### config.mk
export PLATFORM = sky130hd
export DESIGN_NAME = version_string_parser_core
export DESIGN_NICKNAME = d
export VERILOG_FILES = /design/src/design/vsp_pkg.sv /design/src/design/vsp_step.sv /design/src/design/version_string_parser_core.sv
export SDC_FILE = /design/constraint.sdc
export NUM_CORES = 1
export LEC_CHECK = 0
export BUFFER_PORTS_ARGS = -buffer_cell sky130_fd_sc_hd__buf_2
export CAP_MARGIN = 20
export CELL_PAD_IN_SITES_DETAIL_PLACEMENT = 0
export CELL_PAD_IN_SITES_GLOBAL_PLACEMENT = 1
export CORE_MARGIN = 2
export CORE_UTILIZATION = 40
export CTS_BUF_LIST = sky130_fd_sc_hd__clkbuf_4 sky130_fd_sc_hd__clkbuf_8 sky130_fd_sc_hd__clkbuf_16
export CTS_CLUSTER_DIAMETER = 200
export DETAILED_ROUTE_END_ITERATION = 8
export PLACE_DENSITY = 0.73
export SYNTH_ARGS = -nofsm -noshare
export SYNTH_HDL_FRONTEND = slang
export SYNTH_SLANG_ARGS = --single-unit
export TNS_END_PERCENT = 100
### constraint.sdc
create_clock -name clk -period 3.85 [get_ports clk]
set_clock_uncertainty 0.05 [all_clocks]
set_input_delay 0.5775 -clock clk [delete_from_list [all_inputs] [get_ports clk]]
set_output_delay 0.5775 -clock clk [all_outputs]
set_load 0.1 [all_outputs]
### src/design/vsp_pkg.sv
// Shared types, constants and character helpers for the version string parser.
package vsp_pkg;

  typedef enum logic [3:0] {
    PH_LEAD   = 4'd0,
    PH_MAJOR  = 4'd1,
    PH_MINOR0 = 4'd2,
    PH_MINOR  = 4'd3,
    PH_WS1    = 4'd4,
    PH_SP_P   = 4'd5,
    PH_SP0    = 4'd6,
    PH_SP     = 4'd7,
    PH_WS2    = 4'd8,
    PH_BMATCH = 4'd9,
    PH_BUILD0 = 4'd10,
    PH_BUILD  = 4'd11,
    PH_DONE   = 4'd12,
    PH_FAIL   = 4'd13
  } phase_t;

  typedef struct packed {
    phase_t      phase;
    logic [2:0]  match_pos;
    logic [5:0]  major;
    logic [5:0]  minor;
    logic [4:0]  pack;
    logic [12:0] build;
  } parse_state_t;

  localparam parse_state_t StateReset = '{
    phase:     PH_LEAD,
    match_pos: 3'd0,
    major:     6'd0,
    minor:     6'd0,
    pack:      5'd0,
    build:     13'd0
  };

  localparam logic [12:0] LimMajor = 13'd32;
  localparam logic [12:0] LimMinor = 13'd32;
  localparam logic [12:0] LimPack  = 13'd16;
  localparam logic [12:0] LimBuild = 13'd4096;

  localparam logic [2:0] BuildLen = 3'd6;

  localparam logic [7:0] CharZero  = 8'h30;
  localparam logic [7:0] CharNine  = 8'h39;
  localparam logic [7:0] CharDot   = 8'h2E;
  localparam logic [7:0] CharSpace = 8'h20;
  localparam logic [7:0] CharUpS   = 8'h53;
  localparam logic [7:0] CharUpP   = 8'h50;
  localparam logic [7:0] CharLowB  = 8'h62;
  localparam logic [7:0] CharUpA   = 8'h41;
  localparam logic [7:0] CharUpZ   = 8'h5A;
  localparam logic [7:0] CharNul   = 8'h00;

  localparam int unsigned WordWidth = 28;

  function automatic logic is_digit(input logic [7:0] c);
    return (c >= CharZero) && (c <= CharNine);
  endfunction

  function automatic logic is_ws(input logic [7:0] c);
    return (c == CharSpace) || ((c >= 8'd9) && (c <= 8'd13));
  endfunction

  function automatic logic [7:0] to_lower(input logic [7:0] c);
    return ((c >= CharUpA) && (c <= CharUpZ)) ? c + 8'd32 : c;
  endfunction

  // Characters of the lower-case keyword "build " by position.
  function automatic logic [7:0] build_char(input logic [2:0] pos);
    logic [7:0] ch;
    case (pos)
      3'd0:    ch = 8'h62;
      3'd1:    ch = 8'h75;
      3'd2:    ch = 8'h69;
      3'd3:    ch = 8'h6C;
      3'd4:    ch = 8'h64;
      3'd5:    ch = 8'h20;
      default: ch = 8'h00;
    endcase
    return ch;
  endfunction

  // Multiply by ten and add a digit, pinned at the limit.
  function automatic logic [12:0] accum(input logic [12:0] v, input logic [7:0] c,
                                        input logic [12:0] lim);
    logic [16:0] n;
    logic [7:0]  d;
    d = c - CharZero;
    n = ({4'd0, v} * 17'd10) + {9'd0, d};
    if ((v >= lim) || (n >= {4'd0, lim})) begin
      return lim;
    end
    return n[12:0];
  endfunction

endpackage

### src/design/vsp_step.sv
// One character step of the parse state machine.
module vsp_step (
  input  vsp_pkg::parse_state_t cur,
  input  logic [7:0]            ch,
  output vsp_pkg::parse_state_t nxt
);

  vsp_pkg::parse_state_t after_sp;
  vsp_pkg::parse_state_t after_minor;
  logic                  digit;
  logic [7:0]            digit_val;

  assign digit     = vsp_pkg::is_digit(ch);
  assign digit_val = ch - vsp_pkg::CharZero;

  // Follow-on after the pack part, or where it was absent.
  always_comb begin
    after_sp = cur;
    if (vsp_pkg::is_ws(ch)) begin
      after_sp.phase = vsp_pkg::PH_WS2;
    end else if (vsp_pkg::to_lower(ch) == vsp_pkg::CharLowB) begin
      after_sp.match_pos = 3'd1;
      after_sp.phase     = vsp_pkg::PH_BMATCH;
    end else begin
      after_sp.phase = vsp_pkg::PH_DONE;
    end
  end

  always_comb begin
    after_minor = after_sp;
    if (vsp_pkg::is_ws(ch)) begin
      after_minor = cur;
      after_minor.phase = vsp_pkg::PH_WS1;
    end else if (ch == vsp_pkg::CharUpS) begin
      after_minor = cur;
      after_minor.phase = vsp_pkg::PH_SP_P;
    end
  end

  always_comb begin
    nxt = cur;
    case (cur.phase)
      vsp_pkg::PH_LEAD: begin
        if (digit) begin
          nxt.major = digit_val[5:0];
          nxt.phase = vsp_pkg::PH_MAJOR;
        end else if (!vsp_pkg::is_ws(ch)) begin
          nxt.phase = vsp_pkg::PH_FAIL;
        end
      end
      vsp_pkg::PH_MAJOR: begin
        if (digit) begin
          nxt.major = 6'(vsp_pkg::accum({7'd0, cur.major}, ch, vsp_pkg::LimMajor));
        end else begin
          nxt.phase = (ch == vsp_pkg::CharDot) ? vsp_pkg::PH_MINOR0 : vsp_pkg::PH_FAIL;
        end
      end
      vsp_pkg::PH_MINOR0: begin
        if (digit) begin
          nxt.minor = digit_val[5:0];
          nxt.phase = vsp_pkg::PH_MINOR;
        end else begin
          nxt.phase = vsp_pkg::PH_FAIL;
        end
      end
      vsp_pkg::PH_MINOR: begin
        if (digit) begin
          nxt.minor = 6'(vsp_pkg::accum({7'd0, cur.minor}, ch, vsp_pkg::LimMinor));
        end else begin
          nxt = after_minor;
        end
      end
      vsp_pkg::PH_WS1: begin
        nxt = after_minor;
      end
      vsp_pkg::PH_SP_P: begin
        nxt.phase = (ch == vsp_pkg::CharUpP) ? vsp_pkg::PH_SP0 : vsp_pkg::PH_DONE;
      end
      vsp_pkg::PH_SP0: begin
        if (digit) begin
          nxt.pack  = digit_val[4:0];
          nxt.phase = vsp_pkg::PH_SP;
        end else begin
          nxt.phase = vsp_pkg::PH_FAIL;
        end
      end
      vsp_pkg::PH_SP: begin
        if (digit) begin
          nxt.pack = 5'(vsp_pkg::accum({8'd0, cur.pack}, ch, vsp_pkg::LimPack));
        end else begin
          nxt = after_sp;
        end
      end
      vsp_pkg::PH_WS2: begin
        nxt = after_sp;
      end
      vsp_pkg::PH_BMATCH: begin
        if ((cur.match_pos < vsp_pkg::BuildLen) &&
            (vsp_pkg::to_lower(ch) == vsp_pkg::build_char(cur.match_pos))) begin
          nxt.match_pos = cur.match_pos + 3'd1;
          if (cur.match_pos + 3'd1 == vsp_pkg::BuildLen) begin
            nxt.phase = vsp_pkg::PH_BUILD0;
          end
        end else begin
          nxt.phase = vsp_pkg::PH_DONE;
        end
      end
      vsp_pkg::PH_BUILD0: begin
        if (digit) begin
          nxt.build = {9'd0, digit_val[3:0]};
          nxt.phase = vsp_pkg::PH_BUILD;
        end else begin
          nxt.phase = vsp_pkg::PH_FAIL;
        end
      end
      vsp_pkg::PH_BUILD: begin
        if (digit) begin
          nxt.build = vsp_pkg::accum(cur.build, ch, vsp_pkg::LimBuild);
        end else begin
          nxt.phase = vsp_pkg::PH_DONE;
        end
      end
      vsp_pkg::PH_DONE: begin
        nxt = cur;
      end
      default: begin
        nxt.phase = vsp_pkg::PH_FAIL;
      end
    endcase
  end

endmodule

### src/design/version_string_parser_core.sv
// Top level of the version string parser: input register, parse step and result register.
//
// Feed a version string one character per item on the slave side, with tlast on the
// final character; one packed version word comes out for each string. The block takes
// one item every clock cycle. Each item lands in an input register; from there one step of
// the parse state machine consumes it, and on a final character a second copy of that
// step consumes the implied terminating zero byte, so the result register loads the
// version word straight from the final item in the input register. The combinational
// parse step (one phase transition plus a multiply-by-ten-and-add per field accumulator)
// is what sets this rate. The input side only waits while a final-character item sits in
// the input register and the previous word has not yet been taken. Malformed strings,
// and any field at or above its limit (major 32, minor 32, pack 16, build 4096), give a
// word of zero; text after the parse ends, including anything behind a zero byte, is
// ignored. All parse state returns to its reset value after each word.
module version_string_parser_core (
  input  logic        clk,
  input  logic        rst,
  input  logic        s_tvalid,
  output logic        s_tready,
  input  logic [7:0]  s_tdata,   // [7:0] text_byte
  input  logic        s_tlast,   // last_byte
  output logic        m_tvalid,
  input  logic        m_tready,
  output logic [31:0] m_tdata    // [27:0] version_word, [31:28] zero
);

  // Input register
  logic       in_valid;
  logic [7:0] in_byte;
  logic       in_last;

  // Parse state
  vsp_pkg::parse_state_t state;
  vsp_pkg::parse_state_t state_char;
  vsp_pkg::parse_state_t state_term;

  logic [vsp_pkg::WordWidth-1:0] word_next;
  logic [vsp_pkg::WordWidth-1:0] word;
  logic                          advance;

  // Step on the received character
  vsp_step u_step_char (
    .cur (state),
    .ch  (in_byte),
    .nxt (state_char)
  );

  // Step on the implied terminating zero after the final character
  vsp_step u_step_term (
    .cur (state_char),
    .ch  (vsp_pkg::CharNul),
    .nxt (state_term)
  );

  // Pack the fields; zero unless parsing finished cleanly and every field is in range
  always_comb begin
    word_next = '0;
    if ((state_term.phase == vsp_pkg::PH_DONE) &&
        ({7'd0, state_term.major} < vsp_pkg::LimMajor) &&
        ({7'd0, state_term.minor} < vsp_pkg::LimMinor) &&
        ({8'd0, state_term.pack}  < vsp_pkg::LimPack)  &&
        (state_term.build < vsp_pkg::LimBuild)) begin
      word_next = {1'b0, state_term.major[4:0], 1'b0, state_term.minor[4:0],
                   state_term.pack[3:0], state_term.build[11:0]};
    end
  end

  // Advance the held item unless it is final and the result register is still occupied
  assign advance  = in_valid && (!in_last || !m_tvalid || m_tready);
  assign s_tready = !in_valid || advance;

  always_ff @(posedge clk) begin
    if (rst) begin
      in_valid <= 1'b0;
    end else if (s_tready) begin
      in_valid <= s_tvalid;
    end
  end

  // Payload of the input register: load on every accepted item
  always_ff @(posedge clk) begin
    if (s_tvalid && s_tready) begin
      in_byte <= s_tdata;
      in_last <= s_tlast;
    end
  end

  // Parse state: drop back to reset after each final character
  always_ff @(posedge clk) begin
    if (rst) begin
      state <= vsp_pkg::StateReset;
    end else if (advance) begin
      state <= in_last ? vsp_pkg::StateReset : state_char;
    end
  end

  // Result register valid: set on a final character, clear once taken
  always_ff @(posedge clk) begin
    if (rst) begin
      m_tvalid <= 1'b0;
    end else if (advance && in_last) begin
      m_tvalid <= 1'b1;
    end else if (m_tready) begin
      m_tvalid <= 1'b0;
    end
  end

  always_ff @(posedge clk) begin
    if (advance && in_last) begin
      word <= word_next;
    end
  end

  assign m_tdata = {{(32 - vsp_pkg::WordWidth){1'b0}}, word};

endmodule
Word level (Yosys, flattened, before mapping)
Cells that the tools add are included.
{"block": "word_totals", "elab_cells": 178, "ff_bits": 76, "out_inout_bits": 34, "inputBits": 13}
{"block": "classes", "mul": 4, "add_sub_neg": 8, "muxes": 66, "n_reduce_logical": 29, "n_eq_ne": 39, "magnitude_cmp": 20}
{"op": "2-to-1 mux 37 bit", "count": 3}
{"op": "case mux 7 bit (6 select lines)", "count": 2}
{"op": "2-to-1 mux 13 bit", "count": 5}
{"op": "case mux 13 bit (4 select lines)", "count": 1}
{"op": "case mux 4 bit (13 select lines)", "count": 1}
{"op": "2-to-1 mux 4 bit", "count": 12}
{"op": "2-to-1 mux 6 bit", "count": 8}
{"op": "equality test 4 bit (second input constant)", "count": 10}
{"op": "case mux 6 bit (5 select lines)", "count": 1}
{"op": "equality test 4 x 3 -> 1 bit (second input constant)", "count": 7}
{"op": "equality test 8 x 7 -> 1 bit (second input constant)", "count": 3}
{"op": "2-to-1 mux 8 bit", "count": 3}
{"op": "case mux 6 bit (4 select lines)", "count": 1}
{"op": "adder 10 x 8 -> 11 bit", "count": 2}
{"op": ">= comparator 11 x 6 -> 1 bit (second input constant)", "count": 2}
{"op": "2-to-1 mux 5 bit", "count": 4}
{"op": "case mux 5 bit (4 select lines)", "count": 1}
{"op": "2-to-1 mux 19 bit", "count": 1}
{"op": "equality test 3 bit (second input constant)", "count": 6}
{"op": "multiplier 6 x 3 -> 9 bit (second input constant)", "count": 2}
{"op": "2-to-1 mux 18 bit", "count": 1}
{"op": "2-to-1 mux 3 bit", "count": 6}
{"op": "adder 17 x 8 -> 17 bit", "count": 1}
{"op": ">= comparator 17 x 13 -> 1 bit (second input constant)", "count": 1}
{"op": "37 further kinds", "count": 82}

Longest topological paths before layout
Gate-level depths: netlist (run 1).
{"block": "logic_depth", "word_depth": 22, "depth_mapped": 16}

Hierarchy
A second synthesis (run 1) with hierarchy kept.
{"block": "unflattened", "cells_unflattened": 1179, "hier_area_um2": 10129.7}
{"mod": "vsp_step (u_step_char)", "area_per_inst_um2": 3797.4, "instances": 1, "cells_each": 511, "seq_area_each_um2": 0.0}
{"mod": "vsp_step (u_step_term)", "area_per_inst_um2": 3793.6, "instances": 1, "cells_each": 501, "seq_area_each_um2": 0.0}
{"mod": "version_string_parser_core", "area_per_inst_um2": 2538.7, "instances": 1, "cells_each": 167, "seq_area_each_um2": 1831.8}

Worst setup path after synthesis (run 1)
No wires, ideal clock.
{"block": "synth_path", "path_type": "register -> register", "from": "register state[1] (netlist name)", "to": "register word[3] (netlist name) (data pin)", "path_buffers": 0, "arrival_ns": 3.232, "setup_ns": 0.274, "synth_period_minus_slack_ns": 3.556, "required_time_ns": 3.526, "path_slack_ns": 0.294, "stages_incl_launch_ff": 14, "cell_sequence": "dfxtp_1 ha_1 ha_1 inv_1 fa_1 nor2b_4 o31a_4 a2111oi_4 a311oi_2 nor4b_2 mux2i_2 nor3_4 a21oi_1 a211oi_2"}
{"block": "synth_via", "elab_chain_len": 12, "word_cells_on_any_way": 17, "classes_between": "1 x add/sub; 1 x mul; 3 x order compare; 10 x mux; 2 x reduce/logical"}
{"item": "from (decl)", "line_no": "version_string_parser_core.sv:33", "text": "vsp_pkg::parse_state_t state;"}
{"item": "from (signal assigned)", "line_no": "version_string_parser_core.sv:91", "text": "state <= vsp_pkg::StateReset;"}
{"item": "from (signal assigned)", "line_no": "version_string_parser_core.sv:93", "text": "state <= in_last ? vsp_pkg::StateReset : state_char;"}
{"item": "multiplier 13 x 3 -> 16 bit", "line_no": "vsp_pkg.sv:92", "text": "n = ({4'd0, v} * 17'd10) + {9'd0, d};"}
{"item": "adder 17 x 8 -> 17 bit", "line_no": "vsp_pkg.sv:92"}
{"item": ">= comparator 17 x 13 -> 1 bit", "line_no": "vsp_pkg.sv:93", "text": "if ((v >= lim) || (n >= {4'd0, lim})) begin"}
{"item": "logical OR 1 bit", "line_no": "vsp_pkg.sv:93"}
{"item": "2-to-1 mux 1 bit", "line_no": "vsp_pkg.sv:93"}
{"item": "2-to-1 mux 1 bit", "line_no": "vsp_step.sv:117", "text": "if (digit) begin"}
{"item": "2-to-1 mux 1 bit", "line_no": "vsp_step.sv:42", "text": "case (cur.phase)"}
{"item": "2-to-1 mux 13 bit", "line_no": "vsp_pkg.sv:96", "text": "return n[12:0];"}
{"item": "2-to-1 mux 13 bit", "line_no": "vsp_step.sv:117"}
{"item": "case mux 13 bit (4 select lines) (*)", "line_no": "vsp_step.sv:42"}
{"item": "< comparator 13 bit", "line_no": "version_string_parser_core.sv:62", "text": "(state_term.build < vsp_pkg::LimBuild)) begin"}
{"item": "logical AND 1 bit", "line_no": "version_string_parser_core.sv:61", "text": "({8'd0, state_term.pack} < vsp_pkg::LimPack) &&"}
{"item": "to (signal assigned)", "line_no": "version_string_parser_core.sv:110", "text": "word <= word_next;"}
{"item": "to (decl)", "line_no": "version_string_parser_core.sv:38", "text": "logic [vsp_pkg::WordWidth-1:0] word;"}
Mark *: on every way between the ends. The rest lies on a longest branch, timed or not. The select of a mux whose other input is x is not followed.
A chain may end at the register's enable or synchronous reset.

Final worst setup path (run 1)
{"block": "layout_path", "from": "register in_byte[5]", "to": "register word[23] (netlist name) (data pin)"}
{"block": "layout_via", "elab_chain_len": 22, "word_cells_on_any_way": 116, "classes_between": "7 x add/sub; 15 x order compare; 21 x eq/ne; 56 x mux; 17 x reduce/logical"}
{"item": "from (decl)", "line_no": "version_string_parser_core.sv:29", "text": "logic [7:0] in_byte;"}
{"item": "from (signal assigned)", "line_no": "version_string_parser_core.sv:83", "text": "in_byte <= s_tdata;"}
{"item": "branches (longest 22 deep; another with adder 17 x 8 -> 17 bit)"}
Parallel ways; which one is timed is not known. The select of a mux whose other input is x is not followed.

==> results.cfg, run 1 <==
[synthesis]
synth_top_area_share_pct = 16.4
yosys-top-cells-area = ha_1 (16%), edfxtp_1 (16%), dfxtp_1 (12%), nor2_1 (5.4%), a21oi_1 (4.3%)
avgSynthCellArea_sq_um = 8.75
synth_top_cell_by_area = ha_1
synth_area_sq_mm = 0.00649
seq_area_frac_synth_pct = 28.2
yosys.cell_count.top_type = nor2_1
yosysWarningCount = 0
synth_seq_cells = 74
synth_top_flop_cell = dfxtp_1
synth.distinct_cells = 82
async_flop_share_pct = 0
synthCells = 741
synth_edf_count = 35
synth_commonest_cells = nor2_1 (94), ha_1 (85), a21oi_1 (56), nand2_1 (50), dfxtp_1 (39)

[placement]
dp_cells = 1007
place_hpwl_um = 14400
gp_congestion = 0.918
portBuffers = 40

[sta]
slew_headroom_pct = 37.3
setup_viol = 0
hold_violations = 0
hold_ws_ps = 365
finalCritPeriodShare_pct = 98.4
fmax_mhz = 264
tightest_slew_ps = 935
period_needed_ps = 3790
slew_viol_final = 0

[floorplanning]
io_pins = 47
dieArea_sq_mm = 0.0173
fp.coreArea_sq_mm = 0.0159
die_y_um = 131
die-width_um = 131
num_rows = 46
start_util_pct = 40.8

[cells_and_area]
synthToLayoutAreaGrowth_pct = 24.1
final_util_pct = 50.7
fin_nets = 936
instances_no_fill = 1051
drive_above_1_share_pct = 25.5
n_antenna_cell = 0
fill_cells = 1536

[worst_setup_path]
critPathMaxFanout = 11
worst_r2r_endpoint = word[23]
reg2reg_from = in_byte[5]
cp.arrival_ps = 3930
cp.required_ps = 3990
ff2ff_setup_slack_ps = 60
worstSetupStartpointType = register
end_kind = register
rr_worst_depth = 15
crit_type = register to register

[clock_network]
cts-buffers-inserted = 9
cts-root-buf = clkbuf_16
cts_tree = done
clkLatencyLatePin_ps = 340
clock_tree.buffer_depth = 2
htreeDepth = 3
cts_sinks = 74
cts.clk_slew.worst_paths_ps = 60

[detailed_routing]
drcViolationCount = 0
drt_iter0_markers = 500
avgRoutedWirePerCell_um = 18.7
vias = 6069
drtAntennaViolNets = 0
vias_per_cell = 5.77
first_pass_iters = 5
routed_wl_um = 19700

[global_routing]
grt_pass1_vias = 5835
grt_max_degree = 34
antenna_found_initial = 0
track_usage_pct = 22.0
grt_pass1_wl_um = 30600
grt.overflow.total = 0

[min_path]
holdPathStages = 1
min_from = s_tdata[2]
hp-class = input pin to register
hold-path-endpoint = in_byte[2]

[flow_run]
maxCapViolations = 0

[pwr]
power_density_mw_per_mm2 = 268
p_leak_nw = 3.44
ir_drop_mv = 0.244

[outcome]
outcome = complete, no violations
registers in the layout, summed over array words and instances (netlist names):
| name | flops |
|---|---|
| in_valid | 1 |
| m_tvalid | 1 |
| in_last | 1 |
| state | 37 |
| in_byte | 8 |
| word | 26 |
worst max-delay path, stage by stage (launching register included):
cell,delay [ps]
edfxtp_1,350
buf_4,160
inv_1,60
buf_4,150
ha_1,230
nor3b_1,220
a31oi_1,100
nor4b_1,300
a22oi_1,150
a2111oi_0,720
a211oi_1,190
mux2i_1,360
nand4_4,180
buf_12,180
buf_12,130
nor2_1,110
cell families after synthesis:
family	synth area share, %
other	0.0578
XOR/XNOR	4.71
multiplexers	0.849
flip-flops	28.2
AND/OR/NAND/NOR	20.7
buffers and inverters	4.76
adder cells (fa/ha/maj)	18.9
AO/OA/AOI/OAI	21.8
what timing repair did:
action / 4_1_cts / 5_1_grt
cloned: 1 / 0
pin swaps: 9 / 28
setup buffers: 16 / 12
hold buffers: 0 / 0
setup endpoints to repair: 13 / 33
resized for setup: 9 / 61
cell type report:
class	count	area [sq um]	area share [%]
tap	216	270	3.36
clock buffer	10	233	2.89
inverter	33	124	1.54
timing repair buffer	112	803	9.98
sequential	74	1850	23.0
clock inverter	6	67.6	0.840
multi-input combinational	600	4700	58.4
worst max path at each step:
| stage | start | endpoint | slack [ps] | cells after the start |
|---|---|---|---|---|
| after floorplan | state[1] | word[3] | 290 | 13 |
| after global placement | state[3] | word[0] | 140 | 14 |
| after detailed placement | state[19] | word[16] | -10 | 15 |
| after CTS | state[3] | word[9] | 5 | 15 |
| after global routing | state[23] | word[19] | -70 | 19 |
| final | in_byte[5] | word[23] | 60 | 15 |
metal layers:
layer / share of wire, % / track usage [%]
met5: 0 / 0
met4: 1.9 / 6.52
met3: 5.6 / 3.59
met2: 49 / 37.4
met1: 43 / 28.9
cell usage in the layout, fill, tap and decap left out, types with 31 or more instances in the layout:
cell,n
buf_2,40
nand2_1,50
ha_1,72
nor2_1,91
buf_4,68
o21ai_0,34
inv_1,33
a21oi_1,45
dfxtp_1,31
edfxtp_1,35
per-stage QoR:
step                      total power [mW]  TNS, ps  worst slack (ps)  cell area (sq um)
final                                 2.16        0              62.8               8050
after global routing                  2.23     -486             -66.3               8050
after CTS                             2.13        0              5.15               7640
after detailed placement              1.23    -27.9             -14.2               7150
after global placement                1.23        0               139               7150
after floorplan                       1.11        0               294               6500
power by group:
| group | internal, mW | total, mW | switching (mW) |
|---|---|---|---|
| Combinational | 0.180 | 0.451 | 0.271 |
| Clock | 0.511 | 0.861 | 0.349 |
| Sequential | 0.831 | 0.847 | 0.0159 |
Power figures use the tool's default switching activity.
==> run 2: changes to the inputs <==
--- a/config.mk
+++ b/config.mk
@@ -6,4 +6,5 @@
 export NUM_CORES = 1
 export LEC_CHECK = 0
+export ABC_AREA = 1
 export BUFFER_PORTS_ARGS = -buffer_cell sky130_fd_sc_hd__buf_2
 export CAP_MARGIN = 20
@@ -15,5 +16,5 @@
 export CTS_CLUSTER_DIAMETER = 200
 export DETAILED_ROUTE_END_ITERATION = 8
-export PLACE_DENSITY = 0.73
+export PLACE_DENSITY = 0.74
 export SYNTH_ARGS = -nofsm -noshare
 export SYNTH_HDL_FRONTEND = slang
--- a/constraint.sdc
+++ b/constraint.sdc
@@ -3,3 +3,3 @@
 set_input_delay 0.5775 -clock clk [delete_from_list [all_inputs] [get_ports clk]]
 set_output_delay 0.5775 -clock clk [all_outputs]
-set_load 0.1 [all_outputs]
+set_load 0.05 [all_outputs]
==> run 2 against run 1 <==
Against the previous run:
- combinational power down 11%
- clock-buffer cell count down 1
- via count up 3.3%
- sequential power up 1%
- hold slack worse by 19 ps
- design area down 1.9%
- power up 0.30%
- sequential share of layout area up 0.23 points
- global-route usage down 0.38 points
- non-clock buffer count down 43
==> results.cfg, run 2 <==
[outcome]
outcome = complete, no violations

[min_path]
holdPathStages = 1
hp-class = input pin to register
hold-path-endpoint = in_byte[6]
min_from = s_tdata[6]

[detailed_routing]
drcViolationCount = 0
routed_wl_um = 19400
vias = 6268
first_pass_iters = 5
vias_per_cell = 5.13
drt_iter0_markers = 431
avgRoutedWirePerCell_um = 15.8
drtAntennaViolNets = 0

[clock_network]
clkLatencyLatePin_ps = 360
cts-buffers-inserted = 9
cts.clk_slew.worst_paths_ps = 70
clock_tree.buffer_depth = 2
htreeDepth = 3
cts_tree = done
cts-root-buf = clkbuf_16
cts_sinks = 74

[synthesis]
synth_seq_cells = 74
synth_top_flop_cell = dfxtp_1
synth_area_sq_mm = 0.00699
synth_edf_count = 35
synth_top_area_share_pct = 15.2
synth_commonest_cells = nand2_1 (204), inv_1 (106), nor2_1 (89), ha_1 (85), a21oi_1 (66)
yosys-top-cells-area = ha_1 (15%), edfxtp_1 (15%), dfxtp_1 (11%), nand2_1 (11%), inv_1 (5.7%)
avgSynthCellArea_sq_um = 7.46
async_flop_share_pct = 0
synth_top_cell_by_area = ha_1
synthCells = 937
yosysWarningCount = 0
synth.distinct_cells = 52
seq_area_frac_synth_pct = 26.2
yosys.cell_count.top_type = nand2_1

[sta]
setup_slack_ps = 187
slew_viol_final = 0
slew_headroom_pct = 40.8
period_needed_ps = 3660
fmax_mhz = 273
hold_violations = 0
finalCritPeriodShare_pct = 95.1
tightest_slew_ps = 888
setup_viol = 0

[global_routing]
grt_max_degree = 40
grt_pass1_vias = 5985
grt.overflow.total = 0
track_usage_pct = 21.6
grt_pass1_wl_um = 31100
antenna_found_initial = 0

[worst_setup_path]
ff2ff_setup_slack_ps = 190
end_kind = register
crit_path_cell_trace = ha_1 -> ha_2 -> inv_1 -> fa_2 -> inv_1 -> ha_2 -> nand2_1 -> inv_1 -> nand4_1 -> nand2_1 -> nand2_1 -> nand3b_4 -> o21ai_1 -> nor2_2 -> nand2_2 -> nand2_2 -> nand3_2 -> nor2_4 -> nand3_4 -> clkbuf_16 -> nor2_4
crit_type = register to register
crit_slowest_cell = fa_2
critPathMaxFanout = 7
worstSetupStartpointType = register
cp.required_ps = 3900
reg2reg_from = state[3]
cp.arrival_ps = 3720
worst_r2r_endpoint = word[23]
rr_worst_depth = 21
max_stage_delay_ps = 510

[cells_and_area]
ff_latch_area_sq_mm = 0.00184
fill_cells = 1792
final_common_cell = nand2_1
final_util_pct = 46.0
reg_top3 = state: 37 flops, word: 26 flops, in_byte: 8 flops
layout_common_cells = nand2_1 (202), inv_1 (106), nor2_1 (88)
fin_nets = 1099
multi_input_area_sq_mm = 0.00457
regMostFlops = state
n_antenna_cell = 0
drive_above_1_share_pct = 17.7
synthToLayoutAreaGrowth_pct = 13.0
largest_reg_flops = 37

[floorplanning]
dieArea_sq_mm = 0.0185
die_y_um = 136
num_rows = 48
die-width_um = 136
fp.coreArea_sq_mm = 0.0172
io_pins = 47
start_util_pct = 40.7

[flow_run]
maxCapViolations = 0

[placement]
gp_congestion = 0.909
dpl_worst_slack_ps = 61.6
place_hpwl_um = 14700
portBuffers = 40

[pwr]
ir_drop_mv = 0.224
p_leak_nw = 3.58
power_density_mw_per_mm2 = 274
## run 2: logic make-up after synthesis
kind of cell             count (synthesis)  share of synthesized area (%)
flip-flops                              74                           26.2
AO/OA/AOI/OAI                          155                           12.8
other                                    1                         0.0537
XOR/XNOR                                25                           3.46
buffers and inverters                  147                           9.13
AND/OR/NAND/NOR                        442                           30.8
adder cells (fa/ha/maj)                 93                           17.5
## run 2: layer usage
layer	share of wire, %	global-route usage [%]
met4	1.4	5.73
met5	0	0
met1	49	30.2
met2	46	35.1
met3	3.2	2.98
## run 2: what timing repair did
action                                 in CTS  in global routing
setup endpoints to repair                   0                 29
endpoints found under the hold margin       0                  0
setup buffers                               0                  8
hold buffers                                0                  0
resized for setup                           0                 12
## run 2: final cells by class
| type | count | area share [%] |
|---|---|---|
| clock inverters | 7 | 1.06 |
| flip-flops and latches | 74 | 23.2 |
| multi-input cells | 721 | 57.9 |
| repair buffers | 69 | 5.72 |
| inverters | 118 | 5.64 |
| clock buffers | 9 | 2.85 |
| well taps | 225 | 3.57 |
## run 2: where the power goes
group / switching, mW / internal, mW
clock network: 0.392 / 0.515
logic: 0.267 / 0.134
registers: 0.0224 / 0.835
total: 0.681 / 1.48
## run 2: worst max-delay path, delay by kind of cell (launching register included)
kind	cells	cell delay, ps
adder cells (fa/ha/maj)	4	1370
buffers and inverters	4	390
flip-flops	1	360
AO/OA/AOI/OAI	1	180
AND/OR/NAND/NOR	12	1060
## run 2: through the flow
step | cell area, sq um | instances | total power, mW | hold slack [ps] | TNS, ps
after global placement | 7460 | 1198 | 1.23 | 451 | 0
final | 7900 | 1223 | 2.17 | 346 | 0
after CTS | 7770 | 1214 | 2.14 | 340 | 0
after floorplan | 7010 | 942 | 1.15 | 421 | 0
after global routing | 7900 | 1223 | 2.25 | 343 | -225
after detailed placement | 7460 | 1198 | 1.23 | 448 | 0
## run 2: how the worst max path moves through the flow
stage             start        to
6_report       state[3]  word[23]
4_1_cts        state[3]  word[22]
2_1_floorplan  state[1]  word[15]
3_5_place_dp   state[3]  word[22]
3_3_place_gp   state[3]  word[18]
5_1_grt        state[3]  word[23]
